**src/gainf_pkg.sv**
```systemverilog
// gainf_pkg: shared types and constants for the green-ampt infiltration solver
// no dependencies; imported by the solver top level
package gainf_pkg;

    localparam int VALUE_W    = 32;
    localparam int FRAC_W     = 16;
    localparam int SAT_W      = 17;
    localparam int TOL_W      = 16;
    localparam int LIMIT_W    = 8;
    localparam int CFG_DATA_W = 16;
    localparam int LOG_FRAC_W = 30;
    localparam int LOG_W      = 36;
    localparam int PROD_W     = 64;
    localparam int ACC_W      = 68;
    localparam int DIVD_W     = 66;
    localparam int QUOT_W     = 34;

    localparam logic [SAT_W-1:0]   ONE_Q16     = 17'h10000;
    localparam logic [31:0]        LN2_Q30     = 32'd744261118;
    localparam logic [TOL_W-1:0]   TOL_RESET   = 16'd66;
    localparam logic [LIMIT_W-1:0] LIMIT_RESET = 8'd100;

    typedef enum logic {
        CFG_TOL   = 1'b0,
        CFG_LIMIT = 1'b1
    } cfg_index_t;

    typedef enum logic [4:0] {
        ST_IDLE,
        ST_MUL_D,
        ST_MUL_P,
        ST_MUL_KT,
        ST_STEP_START,
        ST_LOG_NORM,
        ST_LOG_SQ,
        ST_PL_LO,
        ST_PL_HI,
        ST_LN_LO,
        ST_LN_HI,
        ST_PREP,
        ST_MAG_MUL,
        ST_DIV,
        ST_FIN,
        ST_THR,
        ST_DONE
    } state_t;

endpackage

```
**src/green_ampt_infiltration_solver.sv**
```systemverilog
// green_ampt_infiltration_solver: newton solver for green-ampt cumulative infiltration
// depends on gainf_pkg (types, widths, constants)
//
// usage
// - input channel s_*: one word holds suction head, effective saturation, effective
//   porosity, conductivity and elapsed time; taken when s_valid and s_ready are high
// - result channel m_*: one word per input word with depth, converged flag and the
//   number of newton steps; taken when m_valid and m_ready are high
// - cfg_wr_en/cfg_index/cfg_wdata write the relative tolerance (index 0) and the
//   iteration limit (index 1); write only while the block is idle
// - one word at a time: s_ready is high only in the idle state
// - order of work: the deficit, P and K*T multiplies, then log2 of P (normalise, squaring),
//   then per newton step a start, log2 of P plus depth (normalise, squaring), the ln term
//   and product, the divide and the update, then the done state; a P of zero goes straight
//   to done, and a step on a zero depth skips from its start to the update
// - all arithmetic runs through one 32x32 multiplier, one bit-serial log2 normaliser
//   and a restoring divider that retires one quotient bit per cycle
// - a finished word sits in the output register; the solver waits in its done state
//   while the receiver stalls, so no result is lost
// - reset (aresetn low, synchronous) returns to idle, drops m_valid and restores
//   tolerance 66 and iteration limit 100
module green_ampt_infiltration_solver (
    input  logic                           aclk,
    input  logic                           aresetn,
    input  logic                           cfg_wr_en,
    input  logic                           cfg_index,
    input  logic [gainf_pkg::CFG_DATA_W-1:0] cfg_wdata,
    input  logic                           s_valid,
    output logic                           s_ready,
    input  logic [gainf_pkg::VALUE_W-1:0]  s_suction_head,
    input  logic [gainf_pkg::SAT_W-1:0]    s_eff_saturation,
    input  logic [gainf_pkg::SAT_W-1:0]    s_eff_porosity,
    input  logic [gainf_pkg::VALUE_W-1:0]  s_conductivity,
    input  logic [gainf_pkg::VALUE_W-1:0]  s_elapsed,
    output logic                           m_valid,
    input  logic                           m_ready,
    output logic [gainf_pkg::VALUE_W-1:0]  m_depth,
    output logic                           m_converged,
    output logic [gainf_pkg::LIMIT_W-1:0]  m_steps_used
);
    import gainf_pkg::*;

    state_t state_reg, state_next;

    // configuration registers
    logic [TOL_W-1:0]   tol_reg;
    logic [LIMIT_W-1:0] limit_reg;

    // captured input word
    logic [VALUE_W-1:0] psi_reg, k_reg, t_reg;
    logic [SAT_W-1:0]   se_reg, th_reg;

    // item constants
    logic [SAT_W-1:0]   d_reg;
    logic [VALUE_W-1:0] p_reg, kt_reg;
    logic [LOG_W-1:0]   lb_reg;

    // newton iterate
    logic [VALUE_W-1:0] f_reg, fnew_reg;
    logic [LIMIT_W-1:0] steps_reg;
    logic               conv_reg;

    // log2 unit
    logic [VALUE_W:0]        w_reg;
    logic [5:0]              exp_reg;
    logic [VALUE_W-1:0]      m_reg;
    logic [LOG_FRAC_W-1:0]   frac_reg;
    logic                    log_s_reg;
    logic [6:0]              cnt_reg;

    // ln term, step magnitude, divider
    logic [ACC_W-1:0]   acc_reg;
    logic [37:0]        x1_reg;
    logic [VALUE_W:0]   s_reg, mag_reg;
    logic               neg_reg;
    logic [DIVD_W-1:0]  num_reg;
    logic [VALUE_W-1:0] rem_reg;
    logic [QUOT_W-1:0]  q_reg;
    logic               qsat_reg;

    // output register
    logic                m_valid_reg;
    logic [VALUE_W-1:0]  m_depth_reg;
    logic                m_conv_reg;
    logic [LIMIT_W-1:0]  m_steps_reg;

    // shared multiplier
    logic [31:0]       mul_a, mul_b;
    logic [PROD_W-1:0] prod;

    // helper terms
    logic [SAT_W-1:0]   se_c, th_c, one_minus_se;
    logic [LOG_W-1:0]   la_val, l_val;
    logic [37:0]        y_val;
    logic [VALUE_W-1:0] pl_val;
    logic [VALUE_W:0]   b_val;
    logic [VALUE_W:0]   cross_val;
    logic [DIVD_W-1:0]  num_val;
    logic [VALUE_W:0]   r2_val, r2_sub;
    logic               r2_ge;
    logic [QUOT_W-1:0]  step_val;
    logic [VALUE_W-1:0] fstep_val, diff_val, lo_val, thr_val;
    logic [LIMIT_W-1:0] steps_inc;
    logic               conv_val;
    logic [VALUE_W:0]   sq_top;

    // fractions above one count as one
    assign se_c         = (se_reg > ONE_Q16) ? ONE_Q16 : se_reg;
    assign th_c         = (th_reg > ONE_Q16) ? ONE_Q16 : th_reg;
    assign one_minus_se = ONE_Q16 - se_c;

    // log difference, never negative
    assign la_val = {exp_reg, frac_reg};
    assign l_val  = (la_val > lb_reg) ? (la_val - lb_reg) : '0;

    // P*ln term after the second scaling, saturated to full scale
    assign y_val  = acc_reg[ACC_W-1:LOG_FRAC_W];
    assign pl_val = (|y_val[37:32]) ? '1 : y_val[31:0];
    assign b_val  = {1'b0, kt_reg} + {1'b0, pl_val};

    // 33x33 product from the 32x32 low part plus single-bit cross terms
    assign cross_val = (mag_reg[VALUE_W] ? {1'b0, s_reg[VALUE_W-1:0]} : '0)
                     + (s_reg[VALUE_W] ? {1'b0, mag_reg[VALUE_W-1:0]} : '0);
    assign num_val = {2'b0, prod} + {1'b0, cross_val, 32'b0}
                   + {1'b0, mag_reg[VALUE_W] & s_reg[VALUE_W], 64'b0};

    // restoring divide, one quotient bit per cycle
    assign r2_val = {rem_reg, num_reg[DIVD_W-1]};
    assign r2_ge  = (r2_val >= {1'b0, f_reg});
    assign r2_sub = r2_val - {1'b0, f_reg};

    // newton update, clamped to the value range
    assign step_val = qsat_reg ? '1 : q_reg;
    always_comb begin
        if (!neg_reg) begin
            fstep_val = (step_val >= {2'b0, f_reg}) ? '0 : (f_reg - step_val[VALUE_W-1:0]);
        end else begin
            fstep_val = (step_val > {2'b0, ~f_reg}) ? '1 : (f_reg + step_val[VALUE_W-1:0]);
        end
    end

    // convergence test
    assign diff_val  = (fnew_reg >= f_reg) ? (fnew_reg - f_reg) : (f_reg - fnew_reg);
    assign lo_val    = (fnew_reg < f_reg) ? fnew_reg : f_reg;
    assign thr_val   = prod[47:16];
    assign conv_val  = (diff_val < thr_val) || (diff_val == '0);
    assign steps_inc = steps_reg + 8'd1;

    // squared mantissa, Q2.31 kept to 33 bits
    assign sq_top = prod[63:31];

    // multiplier operand selection
    always_comb begin
        mul_a = '0;
        mul_b = '0;
        unique case (state_reg)
            ST_MUL_D: begin
                mul_a = {15'b0, one_minus_se};
                mul_b = {15'b0, th_c};
            end
            ST_MUL_P: begin
                mul_a = psi_reg;
                mul_b = {15'b0, d_reg};
            end
            ST_MUL_KT: begin
                mul_a = k_reg;
                mul_b = t_reg;
            end
            ST_LOG_SQ: begin
                mul_a = m_reg;
                mul_b = m_reg;
            end
            ST_PL_LO: begin
                mul_a = p_reg;
                mul_b = l_val[31:0];
            end
            ST_PL_HI: begin
                mul_a = p_reg;
                mul_b = {28'b0, l_val[35:32]};
            end
            ST_LN_LO: begin
                mul_a = acc_reg[61:30];
                mul_b = LN2_Q30;
            end
            ST_LN_HI: begin
                mul_a = {26'b0, x1_reg[37:32]};
                mul_b = LN2_Q30;
            end
            ST_MAG_MUL: begin
                mul_a = mag_reg[VALUE_W-1:0];
                mul_b = s_reg[VALUE_W-1:0];
            end
            ST_THR: begin
                mul_a = {16'b0, tol_reg};
                mul_b = lo_val;
            end
            default: begin
                mul_a = '0;
                mul_b = '0;
            end
        endcase
    end
    assign prod = PROD_W'(mul_a) * PROD_W'(mul_b);

    // next state
    always_comb begin
        state_next = state_reg;
        unique case (state_reg)
            ST_IDLE:       if (s_valid) state_next = ST_MUL_D;
            ST_MUL_D:      state_next = ST_MUL_P;
            ST_MUL_P:      state_next = ST_MUL_KT;
            ST_MUL_KT:     state_next = (p_reg == '0) ? ST_DONE : ST_LOG_NORM;
            ST_STEP_START: state_next = (f_reg == '0) ? ST_THR : ST_LOG_NORM;
            ST_LOG_NORM:   if (w_reg[VALUE_W]) state_next = ST_LOG_SQ;
            ST_LOG_SQ: begin
                if (cnt_reg == '0) state_next = log_s_reg ? ST_PL_LO : ST_STEP_START;
            end
            ST_PL_LO:      state_next = ST_PL_HI;
            ST_PL_HI:      state_next = ST_LN_LO;
            ST_LN_LO:      state_next = ST_LN_HI;
            ST_LN_HI:      state_next = ST_PREP;
            ST_PREP:       state_next = ST_MAG_MUL;
            ST_MAG_MUL:    state_next = ST_DIV;
            ST_DIV:        if (cnt_reg == '0) state_next = ST_FIN;
            ST_FIN:        state_next = ST_THR;
            ST_THR: begin
                if (conv_val || (steps_inc >= limit_reg)) state_next = ST_DONE;
                else state_next = ST_STEP_START;
            end
            ST_DONE:       if (!m_valid_reg || m_ready) state_next = ST_IDLE;
            default:       state_next = ST_IDLE;
        endcase
    end

    // handshake outputs
    always_comb begin
        s_ready = (state_reg == ST_IDLE);
    end

    assign m_valid      = m_valid_reg;
    assign m_depth      = m_depth_reg;
    assign m_converged  = m_conv_reg;
    assign m_steps_used = m_steps_reg;

    // control registers
    always_ff @(posedge aclk) begin
        if (!aresetn) begin
            state_reg   <= ST_IDLE;
            tol_reg     <= TOL_RESET;
            limit_reg   <= LIMIT_RESET;
            m_valid_reg <= 1'b0;
        end else begin
            state_reg <= state_next;
            if (cfg_wr_en) begin
                unique case (cfg_index_t'(cfg_index))
                    CFG_TOL:   tol_reg   <= cfg_wdata[TOL_W-1:0];
                    CFG_LIMIT: limit_reg <= cfg_wdata[LIMIT_W-1:0];
                    default:   tol_reg   <= tol_reg;
                endcase
            end
            if (state_reg == ST_DONE && (!m_valid_reg || m_ready)) begin
                m_valid_reg <= 1'b1;
            end else if (m_ready) begin
                m_valid_reg <= 1'b0;
            end
        end
    end

    // datapath registers
    always_ff @(posedge aclk) begin
        unique case (state_reg)
            ST_IDLE: begin
                psi_reg <= s_suction_head;
                se_reg  <= s_eff_saturation;
                th_reg  <= s_eff_porosity;
                k_reg   <= s_conductivity;
                t_reg   <= s_elapsed;
            end
            ST_MUL_D: d_reg <= prod[32:16];
            ST_MUL_P: p_reg <= prod[47:16];
            ST_MUL_KT: begin
                kt_reg    <= (|prod[63:48]) ? '1 : prod[47:16];
                f_reg     <= (|prod[63:48]) ? '1 : prod[47:16];
                steps_reg <= '0;
                conv_reg  <= 1'b1;
                w_reg     <= {1'b0, p_reg};
                exp_reg   <= 6'd32;
                log_s_reg <= 1'b0;
            end
            ST_STEP_START: begin
                fnew_reg  <= '0;
                s_reg     <= {1'b0, p_reg} + {1'b0, f_reg};
                w_reg     <= {1'b0, p_reg} + {1'b0, f_reg};
                exp_reg   <= 6'd32;
                log_s_reg <= 1'b1;
            end
            ST_LOG_NORM: begin
                if (w_reg[VALUE_W]) begin
                    m_reg   <= w_reg[VALUE_W:1];
                    cnt_reg <= 7'(LOG_FRAC_W - 1);
                end else begin
                    w_reg   <= {w_reg[VALUE_W-1:0], 1'b0};
                    exp_reg <= exp_reg - 6'd1;
                end
            end
            ST_LOG_SQ: begin
                m_reg    <= sq_top[VALUE_W] ? sq_top[VALUE_W:1] : sq_top[VALUE_W-1:0];
                frac_reg <= {frac_reg[LOG_FRAC_W-2:0], sq_top[VALUE_W]};
                cnt_reg  <= cnt_reg - 7'd1;
                if (cnt_reg == '0 && !log_s_reg) begin
                    lb_reg <= {exp_reg, frac_reg[LOG_FRAC_W-2:0], sq_top[VALUE_W]};
                end
            end
            ST_PL_LO: acc_reg <= {4'b0, prod};
            ST_PL_HI: acc_reg <= acc_reg + {prod[35:0], 32'b0};
            ST_LN_LO: begin
                x1_reg  <= acc_reg[ACC_W-1:LOG_FRAC_W];
                acc_reg <= {4'b0, prod};
            end
            ST_LN_HI: acc_reg <= acc_reg + {prod[35:0], 32'b0};
            ST_PREP: begin
                if ({1'b0, f_reg} >= b_val) begin
                    mag_reg <= {1'b0, f_reg} - b_val;
                    neg_reg <= 1'b0;
                end else begin
                    mag_reg <= b_val - {1'b0, f_reg};
                    neg_reg <= 1'b1;
                end
            end
            ST_MAG_MUL: begin
                num_reg  <= num_val;
                rem_reg  <= '0;
                q_reg    <= '0;
                qsat_reg <= 1'b0;
                cnt_reg  <= 7'(DIVD_W - 1);
            end
            ST_DIV: begin
                rem_reg  <= r2_ge ? r2_sub[VALUE_W-1:0] : r2_val[VALUE_W-1:0];
                q_reg    <= {q_reg[QUOT_W-2:0], r2_ge};
                qsat_reg <= qsat_reg | q_reg[QUOT_W-1];
                num_reg  <= {num_reg[DIVD_W-2:0], 1'b0};
                cnt_reg  <= cnt_reg - 7'd1;
            end
            ST_FIN: fnew_reg <= fstep_val;
            ST_THR: begin
                f_reg     <= fnew_reg;
                conv_reg  <= conv_val;
                steps_reg <= steps_inc;
            end
            ST_DONE: begin
                if (!m_valid_reg || m_ready) begin
                    m_depth_reg <= f_reg;
                    m_conv_reg  <= conv_reg;
                    m_steps_reg <= steps_reg;
                end
            end
            default: begin
            end
        endcase
    end

    // divider remainder always stays below the divisor
    assert property (@(posedge aclk) disable iff (!aresetn)
        (state_reg == ST_DIV) |-> (rem_reg < f_reg))
        else $error("divider remainder not below divisor");

    // squaring mantissa stays normalised
    assert property (@(posedge aclk) disable iff (!aresetn)
        (state_reg == ST_LOG_SQ) |-> m_reg[VALUE_W-1])
        else $error("log2 mantissa lost its leading one");

    // a result with no newton step is always reported as converged
    assert property (@(posedge aclk) disable iff (!aresetn)
        (m_valid && m_steps_used == '0) |-> m_converged)
        else $error("zero-step result not flagged converged");

endmodule

```
**config.mk**
```make
export PLATFORM = sky130hd
export DESIGN_NAME = green_ampt_infiltration_solver
export DESIGN_NICKNAME = d
export VERILOG_FILES = /design/src/gainf_pkg.sv /design/src/green_ampt_infiltration_solver.sv
export SDC_FILE = /design/constraint.sdc
export NUM_CORES = 2
export LEC_CHECK = 0
export BUFFER_PORTS_ARGS = -buffer_cell sky130_fd_sc_hd__buf_2
export CAP_MARGIN = 20
export CELL_PAD_IN_SITES_DETAIL_PLACEMENT = 0
export CELL_PAD_IN_SITES_GLOBAL_PLACEMENT = 1
export CORE_ASPECT_RATIO = 1.75
export CORE_MARGIN = 10
export CORE_UTILIZATION = 55
export DETAILED_ROUTE_END_ITERATION = 8
export HOLD_SLACK_MARGIN = 0.15
export PLACE_DENSITY_LB_ADDON = 0.12
export SLEW_MARGIN = 20
export SYNTH_ARGS = -nofsm -noshare
export SYNTH_HDL_FRONTEND = slang
export SYNTH_SLANG_ARGS = --single-unit
```
**constraint.sdc**
```tcl
create_clock -name aclk -period 22.9 [get_ports aclk]
set_input_delay 2.29 -clock aclk [delete_from_list [all_inputs] [get_ports aclk]]
set_output_delay 2.29 -clock aclk [all_outputs]
set_load 0.005 [all_outputs]
```
# Yosys cells after proc, flatten, opt, wreduce, memory -nomap -nowiden
# Cells that the tools add are included.
totals:
  register_bits: 806
  in_bits: 152
  out_inout_bits: 43
  wordCells: 180
classes:
  n_addsub: 18
  multipliers: 1
  order_cmp: 11
  n_eq_ne: 22
  n_mux: 49
  bitwise_logic: 4
  reduce_logical: 39
ops:
  columns: ["op", "n"]
  rows:
  - ["one-hot mux 32 bit (9 select lines)", 2]
  - ["2-to-1 mux 32 bit", 12]
  - ["one-hot mux 32 bit (2 select lines)", 4]
  - ["one-hot mux 68 bit (2 select lines)", 1]
  - ["one-hot mux 66 bit (2 select lines)", 1]
  - ["subtractor 32 bit", 4]
  - ["adder 32 x 32 -> 33 bit", 3]
  - ["one-hot mux 33 bit (3 select lines)", 1]
  - ["zero test 32 bit", 3]
  - ["one-hot mux 5 bit (17 select lines)", 1]
  - ["adder 68 bit", 1]
  - ["one-hot mux 34 bit (2 select lines)", 1]
  - ["adder 64 x 65 -> 66 bit", 1]
  - ["adder 66 x 65 -> 66 bit", 1]
  - ["2-to-1 mux 33 bit", 2]
  - ["less-than comparator 32 bit", 2]
  - ["multiplier 32 x 32 -> 64 bit", 1]
  - ["== test 5 x 4 -> 1 bit (second input constant)", 8]
  - ["greater-than comparator 36 bit", 1]
  - ["2-to-1 mux 36 bit", 1]
  - ["subtractor 36 bit", 1]
  - ["2-to-1 mux 5 bit", 7]
  - ["greater-or-equal comparator 34 x 32 -> 1 bit", 1]
  - ["greater-than comparator 17 bit (second input constant)", 2]
  - ["other kinds (45)", 82]

# Depth between registers and ports, before layout
logic_depth:
  word_depth: 10
  mapped_depth: 61
  depth_no_buf: 57

# Least setup slack after synthesis
# Ideal clock, no wire load.
synth_path:
  kind: "register to register"
  startpoint: "reg f_reg[1]"
  endpoint: "reg num_reg[64], data pin"
  setup_ps: 268
  arrival_ps: 14029
  required_ps: 22632
  path_slack_ps: 8604
  path_stages_with_launch: 53
  n_path_buf: 4
  period_less_slack_ps: 14296
  cell_sequence: "edfxtp_1 > inv_1 > fa_1 > a211o_1 > a2111oi_1 > nor3_1 > or3b_2 > a21o_1 > a21oi_1 > buf_2 > buf_2 > mux2i_1 > o21ai_0 > a21oi_1 > clkbuf_1 > nor2_1 > fa_1 > inv_1 > [... 17 more ...] > a21oi_1 > xor2_1 > inv_1 > ha_1 > fa_1 > a21o_1 > a31o_2 > a21oi_1 > a311oi_1 > o211a_1 > o31ai_1 > a21oi_1 > a21o_1 > a21oi_1 > o21ai_0 > a31oi_1 > xor2_1 > o21ai_0"
synth_via:
  elab_chain_cells: 7
synth_rtl:
  columns: ["item", "line", "rtl"]
  rows:
  - ["start: declaration", "green_ampt_infiltration_solver.sv:59", "logic [VALUE_W-1:0] f_reg, fnew_reg;"]
  - ["start signal: assignment", "green_ampt_infiltration_solver.sv:283", "f_reg <= (|prod[63:48]) ? '1 : prod[47:16];"]
  - ["start signal: assignment", "green_ampt_infiltration_solver.sv:346", "f_reg <= fnew_reg;"]
  - ["less-than comparator 32 bit", "green_ampt_infiltration_solver.sv:144", "assign lo_val = (fnew_reg < f_reg) ? fnew_reg : f_reg;"]
  - ["2-to-1 mux 32 bit *", "green_ampt_infiltration_solver.sv:144", null]
  - ["one-hot mux 32 bit (9 select lines) *", "green_ampt_infiltration_solver.sv:156", "unique case (state_reg)"]
  - ["multiplier 32 x 32 -> 64 bit *", "green_ampt_infiltration_solver.sv:203", "assign prod = PROD_W'(mul_a) * PROD_W'(mul_b);"]
  - ["named net prod[32]", "green_ampt_infiltration_solver.sv:89", "logic [PROD_W-1:0] prod;"]
  - ["adder 64 x 65 -> 66 bit *", "green_ampt_infiltration_solver.sv:124", "assign num_val = {2'b0, prod} + {1'b0, cross_val, 32'b0}"]
  - ["adder 66 x 65 -> 66 bit *", "green_ampt_infiltration_solver.sv:125", "+ {1'b0, mag_reg[VALUE_W] & s_reg[VALUE_W], 64'b0};"]
  - ["one-hot mux 66 bit (2 select lines) *", "green_ampt_infiltration_solver.sv:271", "unique case (state_reg)"]
  - ["end signal: assignment", "green_ampt_infiltration_solver.sv:331", "num_reg <= num_val;"]
  - ["end signal: assignment", "green_ampt_infiltration_solver.sv:341", "num_reg <= {num_reg[DIVD_W-2:0], 1'b0};"]
  - ["end: declaration", "green_ampt_infiltration_solver.sv:76", "logic [DIVD_W-1:0] num_reg;"]
# Mark *: on every way through the listed nets, which the timed path passes. The rest lies on a longest branch.
# A chain may end at the register's enable or synchronous reset.

# Worst setup path after layout
# Ends and elaborated chain as after synthesis.

==> flow_summary_export.csv <==
group,metric,value,unit
clock_tree,cts_hold_buf,0,
clock_tree,clock-root-buffer,"clkbuf_16",
worst_setup_path,r2r_end,"num_reg[64]$_DFFE_PP_",
sta,worst_pin_slew,1.27,ns
logic_synthesis,yosysTopAreaCellShare,24.8,%
floorplanning,die_height,544,um
global_route,grt_pass1_wl,549,mm
logic_synthesis,synth.most_common_cell,"inv_1",
routing,first_iter_violations,7801,
worst_setup_path,crit_type,"flop to flop",
worst_setup_path,worstRegToRegCells,51,
logic_synthesis,yosysTopAreaCell,"edfxtp_1",
power_and_ir_drop,power_leakage,41.5,nW
sta,fin_crit,18.00,ns
job,maxCapViolations,0,
worst_setup_path,crit_family,"compound AO/OA/AOI/OAI gates",
routing,wirelength,388,mm
global_route,grt_antenna_before_repair,30,
routing,dr.pass1.iters,8,
worst_setup_path,cpMostUsedCell,"fa_1",
place,placed_area,90200,um^2
sta,slew_viol_final,0,
final_layout,largest_register_ffs,66,
sta,final_hold_viol_count,0,
logic_synthesis,ys_ff_latch,744,
sta,tns,0,ns
global_route,grt.total_usage,44.3,%
power_and_ir_drop,swShare,44.9,%
power_and_ir_drop,pwr-share-clk,23.7,%
routing,post_drt_via_cell_ratio,6.55,
clock_tree,cts.htree.levels,3,
clock_tree,clk_pin_slew,0.07,ns
clock_tree,cts.sinks,744,
place,hpwlAfterDp,310,mm
routing,routedWlPerCell,33.7,um
worst_setup_path,r2r_start,"f_reg[1]$_DFFE_PP_",
global_route,grt_max_degree,108,
clock_tree,cts_resized,0,
hold_path,hold_path_depth,0,
logic_synthesis,synthesis.nets,11200,
logic_synthesis,seq_area_frac_synth,25.5,%
floorplanning,io_pins,195,
sta,setup_viol,0,
clock_tree,clkLatencyLatePin,0.75,ns
logic_synthesis,synth.area.top_cells,"edfxtp_1 25%, fa_1 21%, ha_1 11%",
hold_path,hold_path_end,"m_steps_used[7]$_DFFE_PP_",
worst_setup_path,cp.depth,51,
logic_synthesis,synth_edf_count,714,
worst_setup_path,cp.arrival,18.42,ns
global_route,first_global_vias,78300,
clock_tree,cts_tree,"done",
logic_synthesis,ys_warn_count,0,
sta,rsz0062_at_grt,"no",
run_status,status,"complete, no violations",
logic_synthesis,syn_area,86300,um^2
final_layout,stdcell_area,92900,um^2
hold_path,min_from,"steps_reg[7]$_SDFFCE_PN0P_",
worst_setup_path,timing.critical_path.from,"f_reg[1]$_DFFE_PP_",
power_and_ir_drop,seq_power_share,30.7,%
floorplanning,rows,192,
final_layout,fin_nets,11200,
logic_synthesis,syn_avg_cell_area,9.23,um^2
power_and_ir_drop,power.switching,0.00258,W
power_and_ir_drop,cellPowerDensity,61.8,nW/um^2
sta,timing.final.crit_share,78.6,%
worst_setup_path,slowest_delay,0.99,ns
final_layout,drive_gt1_share,8.12,%
clock_tree,numCtsBuffers,78,
clock_tree,post_cts_buffers,0,
place,gp_congestion,1.06,
floorplanning,die_width,319,um
hold_path,min_path_type,"flop to flop",
sta,relSlewSlack,15.3,%
worst_setup_path,crit_path_start_kind,"flop",
sta,fin_skew,0.0434,ns
floorplanning,dieArea,174000,um^2
routing,route.detailed.drc,0,
worst_setup_path,path_max_fanout,33,
routing,ant_nets,0,
final_layout,area_growth,7.61,%
logic_synthesis,async_flop_share,0,%
routing,route.vias.total,75600,
global_route,grt_overflow,0,
worst_setup_path,cp.required,23.32,ns
power_and_ir_drop,internal_power,0.00316,W
logic_synthesis,synth_common_cells,"1318 x inv_1, 1041 x nand2_1, 909 x fa_1",
logic_synthesis,synth_ff_type,"edfxtp_1",
floorplanning,core-area,156000,um^2
floorplanning,initial_core_util,55.3,%
power_and_ir_drop,pwr-share-comb,45.6,%
place,port_buffers,194,
worst_setup_path,r2r_slack,4.90,ns
worst_setup_path,slowest_stage,"xor2_1",
sta,fmax,0.0556,GHz
worst_setup_path,cp-end-kind,"flop",
clock_tree,clk_path_buf_depth,3,
power_and_ir_drop,ir_drop,0.0801,mV
logic_synthesis,yosysUniqueCellTypes,100,
worst_setup_path,path_buf_inv,7,
logic_synthesis,synth_cells,9351,
[worst max-delay path by stage]
stage / end / slack (ns)
after floorplan: num_reg[64]$_DFFE_PP_ / 8.60
after global placement: num_reg[65]$_DFFE_PP_ / 5.21
after detailed placement: num_reg[65]$_DFFE_PP_ / 5.36
after CTS: num_reg[64]$_DFFE_PP_ / 5.32
after global routing: num_reg[64]$_DFFE_PP_ / 4.45
final: num_reg[64]$_DFFE_PP_ / 4.90
[cells in the final DEF (no fill, tap or decap), drive strengths merged, types with 73 or more instances in the layout]
cell type and count:
a21o 218, a21oi 502, and2 189, buf 400, clkbuf 93, edfxtp 714, fa 909, ha 778
inv 1325, mux2i 107, nand2 1041, nand2b 107, nand3 139, nor2 854, nor3 106, o21a 75
o21ai 371, o21bai 73, or2 96, xnor2 239, xor2 135
[layout make-up]
| cell class | instances | area (um^2) |
|---|---|---|
| inverter | 1322 | 4970 |
| clock buffer | 92 | 2070 |
| multi-input combinational | 6859 | 58200 |
| fill | 13600 | 63300 |
| tap | 2037 | 2550 |
| sequential | 744 | 22000 |
| antenna | 22 | 55.1 |
| timing repair buffer | 401 | 2540 |
| clock inverter | 51 | 494 |
[cell families after synthesis]
group / after synthesis / synth area share (%)
muxes: 113 / 1.32
AOI/OAI and AO/OA: 1866 / 14.6
buffers and inverters: 1748 / 7.70
and+or+nand+nor: 2819 / 14.7
adders and majority gates: 1687 / 32.4
DFF: 744 / 25.5
xor gates and xnor gates: 374 / 3.79
[metal layers]
layer	vias to the layer above	wire length [um]	global-route usage [%]
li1	31600	-	-
met1	37200	116000	42.9
met2	4848	183000	74.1
met3	1955	35500	10.7
met4	12	53800	48.1
met5	-	80	0.110
[power groups by stage]
stage | sequential (W) | clock, W | combinational [W]
after floorplan | 0.00172 | 0 | 0.00145
after global placement | 0.00178 | 0 | 0.00246
after detailed placement | 0.00178 | 0 | 0.00247
after CTS | 0.00175 | 0.00136 | 0.00249
after global routing | 0.00176 | 0.00141 | 0.00273
final | 0.00176 | 0.00136 | 0.00262
[through the flow]
stage / instances / hold slack, ns / util, % / setup slack [ns] / power, W
finish: 11500 / 0.476 / 59.5 / 4.90 / 0.00575
global route: 11500 / 0.481 / 59.5 / 4.45 / 0.00589
CTS: 11500 / 0.475 / 59.4 / 5.32 / 0.00560
detailed placement: 11400 / 0.460 / 57.8 / 5.36 / 0.00425
global placement: 11400 / 0.454 / 57.7 / 5.21 / 0.00424
floorplan: 9351 / 0.400 / - / 8.60 / 0.00317
[worst register-to-register path: cells and delay by family (launching register included)]
family,cells,cell delay (ns)
AOI/OAI and AO/OA,25,6.24
adders and majority gates,12,5.91
buffers and inverters,7,2.18
xor gates and xnor gates,2,1.14
and+or+nand+nor,4,1.05
DFF,1,0.84
muxes,1,0.36
(Power assumes the default switching activity.)
